### src/design/wvhp_pkg.sv
// ----------------------------------------------------------------------------
// wvhp_pkg
// Types and constants shared by the RIFF/WAVE header parser: phase and status
// codes, chunk ids and the parser state record.
// ----------------------------------------------------------------------------
package wvhp_pkg;

	typedef enum logic [2:0] {
		PH_RIFF,
		PH_RSIZE,
		PH_WAVE,
		PH_CID,
		PH_CSIZE,
		PH_FMT,
		PH_SKIP,
		PH_STOP
	} phase_t;

	typedef enum logic [2:0] {
		ST_PARSING   = 3'd0,
		ST_DONE      = 3'd1,
		ST_NOT_RIFF  = 3'd2,
		ST_NOT_WAVE  = 3'd3,
		ST_NOT_PCM   = 3'd4,
		ST_TRUNCATED = 3'd5,
		ST_NO_FMT    = 3'd6
	} status_t;

	typedef enum logic [1:0] {
		KIND_OTHER,
		KIND_FMT,
		KIND_DATA
	} kind_t;

	localparam logic [1:0] OP_BYTE    = 2'd0;
	localparam logic [1:0] OP_END     = 2'd1;
	localparam logic [1:0] OP_RESTART = 2'd2;

	// Tags as little-endian words of lower-case ASCII
	localparam logic [31:0] TAG_RIFF = 32'h6666_6972;
	localparam logic [31:0] TAG_WAVE = 32'h6576_6177;
	localparam logic [31:0] TAG_FMT  = 32'h2074_6d66;
	localparam logic [31:0] TAG_DATA = 32'h6174_6164;

	localparam logic [15:0] FMT_PCM     = 16'd1;
	localparam logic [4:0]  FMT_HDR_LEN = 5'd16;

	localparam logic [7:0] ASCII_UC_A   = 8'h41;
	localparam logic [7:0] ASCII_UC_Z   = 8'h5a;
	localparam logic [7:0] ASCII_CASE_D = 8'h20;

	typedef struct packed {
		phase_t      phase;
		logic [1:0]  byte_idx;
		logic [23:0] acc;
		logic [31:0] remaining;
		logic [4:0]  fmt_off;
		kind_t       kind;
		logic        format_seen;
		logic [15:0] format_tag;
		logic [15:0] channels;
		logic [31:0] rate;
		logic [31:0] byte_rate;
		logic [15:0] align;
		logic [15:0] bits;
		logic [31:0] data_size;
		status_t     status;
	} state_t;

	localparam state_t STATE_RST = '{
		phase:       PH_RIFF,
		byte_idx:    2'd0,
		acc:         24'd0,
		remaining:   32'd0,
		fmt_off:     5'd0,
		kind:        KIND_OTHER,
		format_seen: 1'b0,
		format_tag:  16'd0,
		channels:    16'd0,
		rate:        32'd0,
		byte_rate:   32'd0,
		align:       16'd0,
		bits:        16'd0,
		data_size:   32'd0,
		status:      ST_PARSING
	};

endpackage

### src/design/wvhp_next.sv
// ----------------------------------------------------------------------------
// wvhp_next
// Next-state logic of the header parser: folds tag bytes, assembles words,
// walks the chunk phases and captures the fmt fields for one input beat.
// ----------------------------------------------------------------------------
module wvhp_next (
	input  wvhp_pkg::state_t cur,
	input  logic [1:0]       op,
	input  logic [7:0]       data_byte,
	output wvhp_pkg::state_t nxt
);
	import wvhp_pkg::*;

	logic        byte_op;
	logic        tag_phase;
	logic [7:0]  v;
	logic [31:0] word;
	logic        word_end;
	logic        last_byte;
	logic [15:0] tag_new;

	phase_t      n_phase;
	status_t     n_status;
	kind_t       n_kind;
	logic        n_seen;
	logic [1:0]  n_idx;

	logic [23:0] n_acc;
	logic [31:0] n_remaining;
	logic [4:0]  n_off;
	logic [15:0] n_tag;
	logic [15:0] n_channels;
	logic [31:0] n_rate;
	logic [31:0] n_byte_rate;
	logic [15:0] n_align;
	logic [15:0] n_bits;
	logic [31:0] n_data_size;

	assign byte_op   = (op == OP_BYTE) && (cur.phase != PH_STOP);
	assign tag_phase = (cur.phase == PH_RIFF) || (cur.phase == PH_WAVE) ||
	                   (cur.phase == PH_CID);
	assign v = (tag_phase && data_byte >= ASCII_UC_A && data_byte <= ASCII_UC_Z) ?
	           data_byte + ASCII_CASE_D : data_byte;
	assign word      = {v, cur.acc};
	assign word_end  = (cur.byte_idx == 2'd3);
	assign last_byte = (cur.remaining == 32'd1);

	// Format tag as it stands after this byte, for the PCM check
	always_comb begin
		tag_new = cur.format_tag;
		case (cur.fmt_off)
			5'd0:    tag_new[7:0]  = data_byte;
			5'd1:    tag_new[15:8] = data_byte;
			default: ;
		endcase
	end

	// Phase and status
	always_comb begin
		n_phase  = cur.phase;
		n_status = cur.status;
		n_kind   = cur.kind;
		n_seen   = cur.format_seen;
		n_idx    = cur.byte_idx;
		if (op == OP_RESTART) begin
			n_phase  = PH_RIFF;
			n_status = ST_PARSING;
			n_kind   = KIND_OTHER;
			n_seen   = 1'b0;
			n_idx    = 2'd0;
		end else if (cur.phase != PH_STOP && op == OP_END) begin
			n_status = ST_TRUNCATED;
			n_phase  = PH_STOP;
		end else if (byte_op) begin
			case (cur.phase)
				PH_FMT: begin
					if (last_byte) begin
						if (tag_new != FMT_PCM) begin
							n_status = ST_NOT_PCM;
							n_phase  = PH_STOP;
						end else begin
							n_seen  = 1'b1;
							n_phase = PH_CID;
						end
					end
				end
				PH_SKIP: begin
					if (last_byte) n_phase = PH_CID;
				end
				default: begin
					n_idx = cur.byte_idx + 2'd1;
					if (word_end) begin
						case (cur.phase)
							PH_RIFF: begin
								if (word != TAG_RIFF) begin
									n_status = ST_NOT_RIFF;
									n_phase  = PH_STOP;
								end else begin
									n_phase = PH_RSIZE;
								end
							end
							PH_RSIZE: n_phase = PH_WAVE;
							PH_WAVE: begin
								if (word != TAG_WAVE) begin
									n_status = ST_NOT_WAVE;
									n_phase  = PH_STOP;
								end else begin
									n_phase = PH_CID;
								end
							end
							PH_CID: begin
								n_phase = PH_CSIZE;
								if (word == TAG_FMT) begin
									n_kind = KIND_FMT;
								end else if (word == TAG_DATA) begin
									n_kind = KIND_DATA;
									if (!cur.format_seen) begin
										n_status = ST_NO_FMT;
										n_phase  = PH_STOP;
									end
								end else begin
									n_kind = KIND_OTHER;
								end
							end
							PH_CSIZE: begin
								case (cur.kind)
									KIND_DATA: begin
										n_status = ST_DONE;
										n_phase  = PH_STOP;
									end
									KIND_FMT: begin
										// empty fmt chunk leaves tag zero: not PCM
										if (word == 32'd0) begin
											n_status = ST_NOT_PCM;
											n_phase  = PH_STOP;
										end else begin
											n_phase = PH_FMT;
										end
									end
									default: n_phase = (word == 32'd0) ? PH_CID : PH_SKIP;
								endcase
							end
							default: ;
						endcase
					end
				end
			endcase
		end
	end

	// Word assembly, counters and captured fields
	always_comb begin
		n_acc       = cur.acc;
		n_remaining = cur.remaining;
		n_off       = cur.fmt_off;
		n_tag       = cur.format_tag;
		n_channels  = cur.channels;
		n_rate      = cur.rate;
		n_byte_rate = cur.byte_rate;
		n_align     = cur.align;
		n_bits      = cur.bits;
		n_data_size = cur.data_size;
		if (op == OP_RESTART) begin
			n_acc       = '0;
			n_remaining = '0;
			n_off       = '0;
			n_tag       = '0;
			n_channels  = '0;
			n_rate      = '0;
			n_byte_rate = '0;
			n_align     = '0;
			n_bits      = '0;
			n_data_size = '0;
		end else if (byte_op) begin
			case (cur.phase)
				PH_FMT: begin
					case (cur.fmt_off)
						5'd0:    n_tag[7:0]         = data_byte;
						5'd1:    n_tag[15:8]        = data_byte;
						5'd2:    n_channels[7:0]    = data_byte;
						5'd3:    n_channels[15:8]   = data_byte;
						5'd4:    n_rate[7:0]        = data_byte;
						5'd5:    n_rate[15:8]       = data_byte;
						5'd6:    n_rate[23:16]      = data_byte;
						5'd7:    n_rate[31:24]      = data_byte;
						5'd8:    n_byte_rate[7:0]   = data_byte;
						5'd9:    n_byte_rate[15:8]  = data_byte;
						5'd10:   n_byte_rate[23:16] = data_byte;
						5'd11:   n_byte_rate[31:24] = data_byte;
						5'd12:   n_align[7:0]       = data_byte;
						5'd13:   n_align[15:8]      = data_byte;
						5'd14:   n_bits[7:0]        = data_byte;
						5'd15:   n_bits[15:8]       = data_byte;
						default: ;
					endcase
					// hold the offset once past the PCM fields
					if (cur.fmt_off < FMT_HDR_LEN) n_off = cur.fmt_off + 5'd1;
					n_remaining = cur.remaining - 32'd1;
				end
				PH_SKIP: n_remaining = cur.remaining - 32'd1;
				default: begin
					if (!word_end) begin
						case (cur.byte_idx)
							2'd0:    n_acc[7:0]   = v;
							2'd1:    n_acc[15:8]  = v;
							default: n_acc[23:16] = v;
						endcase
					end else if (cur.phase == PH_CSIZE) begin
						case (cur.kind)
							KIND_DATA: n_data_size = word;
							KIND_FMT: begin
								n_tag       = '0;
								n_channels  = '0;
								n_rate      = '0;
								n_byte_rate = '0;
								n_align     = '0;
								n_bits      = '0;
								n_remaining = word;
								n_off       = '0;
							end
							default: n_remaining = word;
						endcase
					end
				end
			endcase
		end
	end

	assign nxt = '{
		phase:       n_phase,
		byte_idx:    n_idx,
		acc:         n_acc,
		remaining:   n_remaining,
		fmt_off:     n_off,
		kind:        n_kind,
		format_seen: n_seen,
		format_tag:  n_tag,
		channels:    n_channels,
		rate:        n_rate,
		byte_rate:   n_byte_rate,
		align:       n_align,
		bits:        n_bits,
		data_size:   n_data_size,
		status:      n_status
	};

endmodule

### src/design/wave_header_parser.sv
// ----------------------------------------------------------------------------
// wave_header_parser
// Byte-stream parser for RIFF/WAVE headers: checks the tags, captures the PCM
// format fields and reports the data chunk size, one result beat per input beat.
// ----------------------------------------------------------------------------
// The parser takes one beat per clock (a file byte, an end-of-stream mark or a
// restart) and returns exactly one result beat for it, in the cycle after the
// beat is accepted. All parsing for a beat is combinational between the state
// registers and the result register, so a new beat is taken every cycle while
// out_stall is low; in_stall follows out_stall whenever a result is held. Once
// status leaves zero the parser stops and repeats that status until a restart
// beat.
module wave_header_parser (
	input  logic        clk,
	input  logic        arst_n,
	input  logic        in_valid,
	output logic        in_stall,
	input  logic [1:0]  op,
	input  logic [7:0]  data_byte,
	output logic        out_valid,
	input  logic        out_stall,
	output logic [2:0]  status,
	output logic [31:0] data_size,
	output logic [15:0] channel_count,
	output logic [31:0] sample_rate,
	output logic [31:0] byte_rate,
	output logic [15:0] block_align,
	output logic [15:0] bits_per_sample
);
	import wvhp_pkg::*;

	state_t      st_q;
	state_t      st_nxt;
	logic        out_valid_q;
	logic        in_acc;

	logic [2:0]  status_q;
	logic [31:0] data_size_q;
	logic [15:0] channels_q;
	logic [31:0] rate_q;
	logic [31:0] byte_rate_q;
	logic [15:0] align_q;
	logic [15:0] bits_q;

	assign in_stall = out_valid_q & out_stall;
	assign in_acc   = in_valid & ~in_stall;

	wvhp_next u_next (
		.cur       (st_q),
		.op        (op),
		.data_byte (data_byte),
		.nxt       (st_nxt)
	);

	always_ff @(posedge clk or negedge arst_n) begin
		if (!arst_n) begin
			st_q <= STATE_RST;
		end else if (in_acc) begin
			st_q <= st_nxt;
		end
	end

	always_ff @(posedge clk or negedge arst_n) begin
		if (!arst_n) begin
			out_valid_q <= 1'b0;
		end else if (in_acc) begin
			out_valid_q <= 1'b1;
		end else if (!out_stall) begin
			out_valid_q <= 1'b0;
		end
	end

	// Result beat: snapshot of the fields after this input beat
	always_ff @(posedge clk) begin
		if (in_acc) begin
			status_q    <= st_nxt.status;
			data_size_q <= st_nxt.data_size;
			channels_q  <= st_nxt.channels;
			rate_q      <= st_nxt.rate;
			byte_rate_q <= st_nxt.byte_rate;
			align_q     <= st_nxt.align;
			bits_q      <= st_nxt.bits;
		end
	end

	assign out_valid       = out_valid_q;
	assign status          = status_q;
	assign data_size       = data_size_q;
	assign channel_count   = channels_q;
	assign sample_rate     = rate_q;
	assign byte_rate       = byte_rate_q;
	assign block_align     = align_q;
	assign bits_per_sample = bits_q;

	a_stop_has_status: assert property (@(posedge clk) disable iff (!arst_n)
		(st_q.phase == PH_STOP) |-> (st_q.status != ST_PARSING))
		else $error("stopped parser reports parsing status");

	a_run_no_status: assert property (@(posedge clk) disable iff (!arst_n)
		(st_q.phase != PH_STOP) |-> (st_q.status == ST_PARSING))
		else $error("running parser reports a final status");

	a_done_after_fmt: assert property (@(posedge clk) disable iff (!arst_n)
		(st_q.status == ST_DONE) |-> st_q.format_seen)
		else $error("data size reported without a fmt chunk");

	a_fmt_off_bound: assert property (@(posedge clk) disable iff (!arst_n)
		st_q.fmt_off <= FMT_HDR_LEN)
		else $error("fmt offset ran past the PCM fields");

	a_restart_clears: assert property (@(posedge clk) disable iff (!arst_n)
		(in_acc && op == OP_RESTART) |=>
		(status == ST_PARSING && data_size == 32'd0 && channel_count == 16'd0))
		else $error("restart beat did not clear the result");

endmodule
### config.mk
export PLATFORM = sky130hd
export DESIGN_NAME = wave_header_parser
export DESIGN_NICKNAME = d
export VERILOG_FILES = /design/src/design/wvhp_pkg.sv /design/src/design/wvhp_next.sv /design/src/design/wave_header_parser.sv
export SDC_FILE = /design/constraint.sdc
export NUM_CORES = 1
export LEC_CHECK = 0
export ABC_AREA = 1
export BUFFER_PORTS_ARGS = -buffer_cell sky130_fd_sc_hd__buf_2
export CAP_MARGIN = 20
export CORE_UTILIZATION = 55
export CTS_CLUSTER_SIZE = 40
export DETAILED_ROUTE_END_ITERATION = 6
export GPL_TIMING_DRIVEN = 0
export PLACE_DENSITY_LB_ADDON = 0.05
export SYNTH_ARGS = -nofsm -noshare
export SYNTH_HDL_FRONTEND = slang
export SYNTH_SLANG_ARGS = --single-unit
### constraint.sdc
create_clock -name clk -period 7.6 [get_ports clk]
set_input_delay 1.52 -clock clk [delete_from_list [all_inputs] [get_ports clk]]
set_output_delay 1.52 -clock clk [all_outputs]
set_load 0.01 [all_outputs]
# Word-level counts from Yosys, hierarchy flattened

Cells that the tools add are included.

Add/sub/neg operators: 4
Order comparisons: 3
Equal/unequal tests: 45
Multiplexer cells: 131
Bitwise operators: 3
Reduce and logical (&&, ||, !) cells: 38

Operators by type and width:

| operator                                           | number |
|---|---|
| 2-to-1 mux 32 bit                                  | 22 |
| 2-to-1 mux 16 bit                                  | 20 |
| 2-to-1 mux 8 bit                                   | 20 |
| one-hot mux 16 bit (2 select lines)                | 4 |
| one-hot mux 32 bit (2 select lines)                | 2 |
| 2-to-1 mux 24 bit                                  | 4 |
| 2-to-1 mux 3 bit                                   | 24 |
| != test 32 x 31 -> 1 bit, second input constant    | 2 |
| == test 5 x 4 -> 1 bit, second input constant      | 8 |
| == test 32 x 1 -> 1 bit, second input constant     | 1 |
| == test 32 x 30 -> 1 bit, second input constant    | 1 |
| == test 32 x 31 -> 1 bit, second input constant    | 1 |
| zero test 32 bit                                   | 1 |
| subtractor 32 x 1 -> 32 bit, second input constant | 1 |
| 2-to-1 mux 5 bit                                   | 6 |
| 2-to-1 mux 2 bit                                   | 14 |
| one-hot mux 3 bit (2 select lines)                 | 4 |
| AND reduction 6 bit                                | 4 |
| == test 5 x 3 -> 1 bit, second input constant      | 4 |
| AND reduction 5 bit                                | 4 |
| nonzero test 3 bit                                 | 6 |
| != test 16 x 1 -> 1 bit, second input constant     | 1 |
| one-hot mux 3 bit (5 select lines)                 | 1 |
| nonzero test 2 bit                                 | 7 |
| 34 further kinds                                   | 62 |

Register bits after elaboration: 380
Input bits: 14
Output and inout port bits: 149
Word-level logic and storage cells: 249

# Depth between registers and ports, before layout

Depth in word-level cells: 15
Depth in mapped cells: 19
Mapped depth without buffers: 19

# Modules after synthesis

A second synthesis with hierarchy kept.

Cell total of the unflattened synthesis: 2485
Area total of the unflattened synthesis: 20274.4 um2

By module, submodules not included:

| module             | instances | cells an instance | area each (um2) | seq. area each (um2) |
|---|---|---|---|---|
| wave_header_parser | 1         | 1157              | 13579.3         | 10244.8 |
| wvhp_next          | 1         | 1328              | 6695.2          | 0.0 |

# Least setup slack after synthesis

OpenSTA, ideal clock, no wires.

Path kind: input to register
From: input port out_stall
To: register bits_q[0], in the netlist bits_per_sample[0] (enable)
Setup time: 569 ps
Data arrival time: 6470 ps
Required time: 7031 ps
Slack: 562 ps
Cell stages on the path: 5
Path buffers: 2
Path through: nand2_1 -> inv_1 -> nor2_1 -> clkbuf_1 -> clkbuf_1

Cells in the longest elaborated chain, start to end: 3

RTL lines:

| element              | RTL line                 | source |
|---|---|---|
| from (decl)          | wave_header_parser.sv:21 | `input logic out_stall,` |
| bitwise AND 1 bit    | wave_header_parser.sv:45 | `assign in_stall = out_valid_q & out_stall;` |
| named net in_stall   | wave_header_parser.sv:17 | `output logic in_stall,` |
| inverter 1 bit       | wave_header_parser.sv:46 | `assign in_acc = in_valid & ~in_stall;` |
| bitwise AND 1 bit    | wave_header_parser.sv:46 |  |
| named net in_acc     | wave_header_parser.sv:35 | `logic in_acc;` |
| to (signal assigned) | wave_header_parser.sv:82 | `bits_q <= st_nxt.bits;` |
| to (decl)            | wave_header_parser.sv:43 | `logic [15:0] bits_q;` |

The timed path passes the listed nets, and every way through them passes these cells.
A chain may end at the register's enable or synchronous reset.

# Worst setup path in the final report

From: input port out_stall
To: register data_size_q[1], in the netlist data_size[1] (enable)

Cells in the longest elaborated chain, start to end: 3

RTL lines:

| element              | RTL line                 | source |
|---|---|---|
| bitwise AND 1 bit    | wave_header_parser.sv:45 |  |
| inverter 1 bit       | wave_header_parser.sv:46 |  |
| bitwise AND 1 bit    | wave_header_parser.sv:46 |  |
| named net in_acc     | wave_header_parser.sv:35 |  |
| to (signal assigned) | wave_header_parser.sv:77 | `data_size_q <= st_nxt.data_size;` |
| to (decl)            | wave_header_parser.sv:38 | `logic [31:0] data_size_q;` |

The timed path passes the listed nets, and every way through them passes these cells.

==> results by group <==
CTS
  – Htree depth: 2
  – Worst-path clk slew: 0.05 ns
  – # Post-CTS Setup Buffers: 0
  – CTS Hold Bufs: 0
  – Worst-Skew Late Latency: 0.55 ns
  – CTS Buffer Depth: 3
  – CTS tree: done
  – Num CTS Buffers: 41
  – Total of cells resized after clock tree synthesis: 0
  – Root buf cell: clkbuf_16
  – Sink Count: 380

STA
  – Final Cycle Share: 53.6%
  – FMAX: 245 MHz
  – WHS: 0.477 ns
  – Max_slew headroom: 49.1%
  – RSZ-0062 raised after global routing: false
  – Hold Vio Cnt, Final: 0
  – Final setup violation count: 0
  – Final min period: 4.08 ns
  – Clock skew: 0.0173 ns
  – Max-slew violation count: 0
  – Tightest Pin Transition: 0.764 ns

Yosys
  – Largest cells by area after synthesis: dfrtp_1 (32%), edfxtp_1 (24%), nand2_1 (10%), o21ai_0 (5.3%), o21ai_1 (4.8%)
  – Synth Register Bits: 380
  – Top FF cell, synth: dfrtp_1
  – Synthesized cell area: 18300 µm²
  – Average size of a mapped cell: 8.76 µm²
  – Synth area leader: dfrtp_1
  – Asr flop ratio synth: 61.3%
  – Synthesis warning total: 0
  – Seq/Total Area, Yosys: 56.1%
  – Top-area cell type share of the netlist area: 31.9%
  – Post-synth EDFFs: 147
  – Mapped Cells: 2086
  – Synth cell types: 50
  – Synthesized Nets: 2113

Floorplan
  – # IOs: 163
  – Placeable core region: 32600 µm²
  – Initial Util: 56.0%
  – Die area: 34000 µm²
  – # rows: 66
  – Die height: 184 µm
  – Die width: 184 µm

GRT
  – GRT overflow: 0
  – Vias in the first global route: 15200
  – First-pass GRT wire length: 82000 µm
  – Initial antenna violation count: 1
  – Gr usage total: 31.2%
  – Largest net degree at the start of global routing: 99

Power
  – Tot Pwr: 7.89 mW
  – Leakage: 9.25 nW
  – Peak VDD IR: 0.000253 V
  – Pwr dens: 374 nW/µm²

Routing
  – Length of routed met2 wiring: 25200 µm
  – Via count: 16000
  – DRT Pass-1 Iters: 6
  – Wire per inst: 18.8 µm
  – Drt total wl: 52100 µm
  – DR WL met3: 3480 µm
  – M1 WL: 21200 µm
  – Max layer used: met4
  – Vias per cell: 5.78
  – Antenna Nets Post-Route: 0
  – 1st-iter DRT viols: 1626
  – # DRC: 0

Cells and area
  – # fillers: 2721
  – FF+latch area: 10200 µm²
  – Most frequent cells in the layout: nand2_1 (487), dfrtp_1 (233), inv_1 (232)
  – Area delta synth->final: 15.5%
  – Area of the multi-input gates: 6610 µm²
  – Commonest non-fill, non-tap cell in the layout: nand2_1
  – Fraction of layout cells with a size suffix above 1: 14.3%
  – Number of nets in the layout: 2323

Placed design
  – Detailed Place HPWL: 36400 µm
  – GP Congestion: 0.924
  – IO Port Bufs: 162

Critical path
  – CP endpoint kind: flip-flop
  – Critical Path RT: 7.80 ns
  – Number of cells on the worst reg-to-reg path: 8
  – Crit path DAT: 4.28 ns
  – CP Max Fanout: 69
  – Setup CP Type: primary input to flip-flop
  – Startpoint types: primary input

Min path
  – Hold path cells: 2
  – HP Class: flip-flop to flip-flop

Run
  – Max capacitance violation total: 0

Outcome
  – Status: completed
-- cell usage after synthesis (12+ instances only) --
| cell | instances |
|---|---|
| edfxtp_1 | 147 |
| nor3_1 | 23 |
| o21ai_1 | 174 |
| buf_1 | 13 |
| buf_2 | 40 |
| ha_1 | 13 |
| o21ai_0 | 193 |
| clkbuf_1 | 38 |
| nand3b_1 | 12 |
| dfrtp_1 | 233 |
| nor2_2 | 13 |
| nand4_1 | 18 |
| nor2_1 | 108 |
| inv_2 | 18 |
| o22ai_1 | 128 |
| nand2_1 | 487 |
| inv_1 | 232 |
| a21oi_1 | 65 |
| nand3_1 | 49 |
-- worst paths after layout --
| check | startpoint | endpoint | slack (ns) |
|---|---|---|---|
| setup / recovery | out_stall | data_size[1]$_DFFE_PP_ | 3.52 |
| hold / removal | st_q[4]$_DFFE_PN0P_ | st_q[4]$_DFFE_PN0P_ | 0.48 |
| setup reg to reg | out_valid$_DFFE_PN0P_ | data_size[1]$_DFFE_PP_ | 4.23 |
| hold reg to reg | st_q[4]$_DFFE_PN0P_ | st_q[4]$_DFFE_PN0P_ | 0.48 |
| max in group asynchronous | arst_n | st_q[19]$_DFFE_PN0P_ | 5.83 |
| min in group asynchronous | arst_n | st_q[71]$_DFFE_PN0P_ | 0.87 |
-- through the flow --
| step | instances | TNS (ns) | instance area, µm² | utilization (%) | worst slack (ns) |
|---|---|---|---|---|---|
| floorplan | 2086 | 0 | 18300 | - | 0.562 |
| global placement | 2690 | -321.33 | 19600 | 60.2 | -2.08 |
| detailed placement | 2695 | 0 | 19800 | 60.6 | 2.92 |
| CTS | 2770 | 0 | 21100 | 64.7 | 3.47 |
| global route | 2770 | 0 | 21100 | 64.7 | 3.34 |
| finish | 2771 | 0 | 21100 | 64.7 | 3.52 |
-- worst max-delay path, stage by stage --
cell and delay (ns):
buf_2 0.09, nand2_1 0.07, inv_1 0.05, nor2_1 0.35
buf_6 0.23, clkbuf_1 0.55, clkbuf_4 0.69, buf_12 0.33
buf_16 0.32
-- layout make-up --
cell class | count | share of cell area [%]
timing repair buffer | 167 | 4.43
buffer | 100 | 2.28
clock inverter | 19 | 1.06
antenna | 1 | 0.0119
sequential | 380 | 48.5
clock buffer | 56 | 5.28
tap | 442 | 2.62
multi-input combinational | 1354 | 31.3
inverter | 252 | 4.48
-- sequential cells by signal (all words and copies together), names as in the netlist --
register / flops
sample_rate: 32
byte_rate: 32
status: 3
bits_per_sample: 16
channel_count: 16
out_valid: 1
block_align: 16
data_size: 32
st_q: 232
-- report_power, final --
| part | switching (mW) | internal [mW] | total [mW] |
|---|---|---|---|
| Sequential | 0.332 | 2.82 | 3.16 |
| Combinational | 1.84 | 0.905 | 2.74 |
| Clock | 0.816 | 1.17 | 1.99 |
| Total | 2.99 | 4.90 | 7.89 |
-- cell families (layout without fill, tap and decap cells) --
family                   after synthesis  count (layout)  synth area share [%]
AND/OR/NAND/NOR                      742             742                  17.3
AO/OA/AOI/OAI                        594             594                  17.8
other                                  0               1                     0
adder cells (fa/ha/maj)               13              13                 0.890
buffers and inverters                352             594                  7.79
XOR/XNOR                               5               5                 0.240
flip-flops                           380             380                  56.1
-- metal layers --
layer	vias to the layer above	track usage (%)
met2	711	52.6
met5	-	0
met4	0	13.9
li1	7510	-
met3	139	4.29
met1	7647	40.0
(Power assumes the default switching activity.)
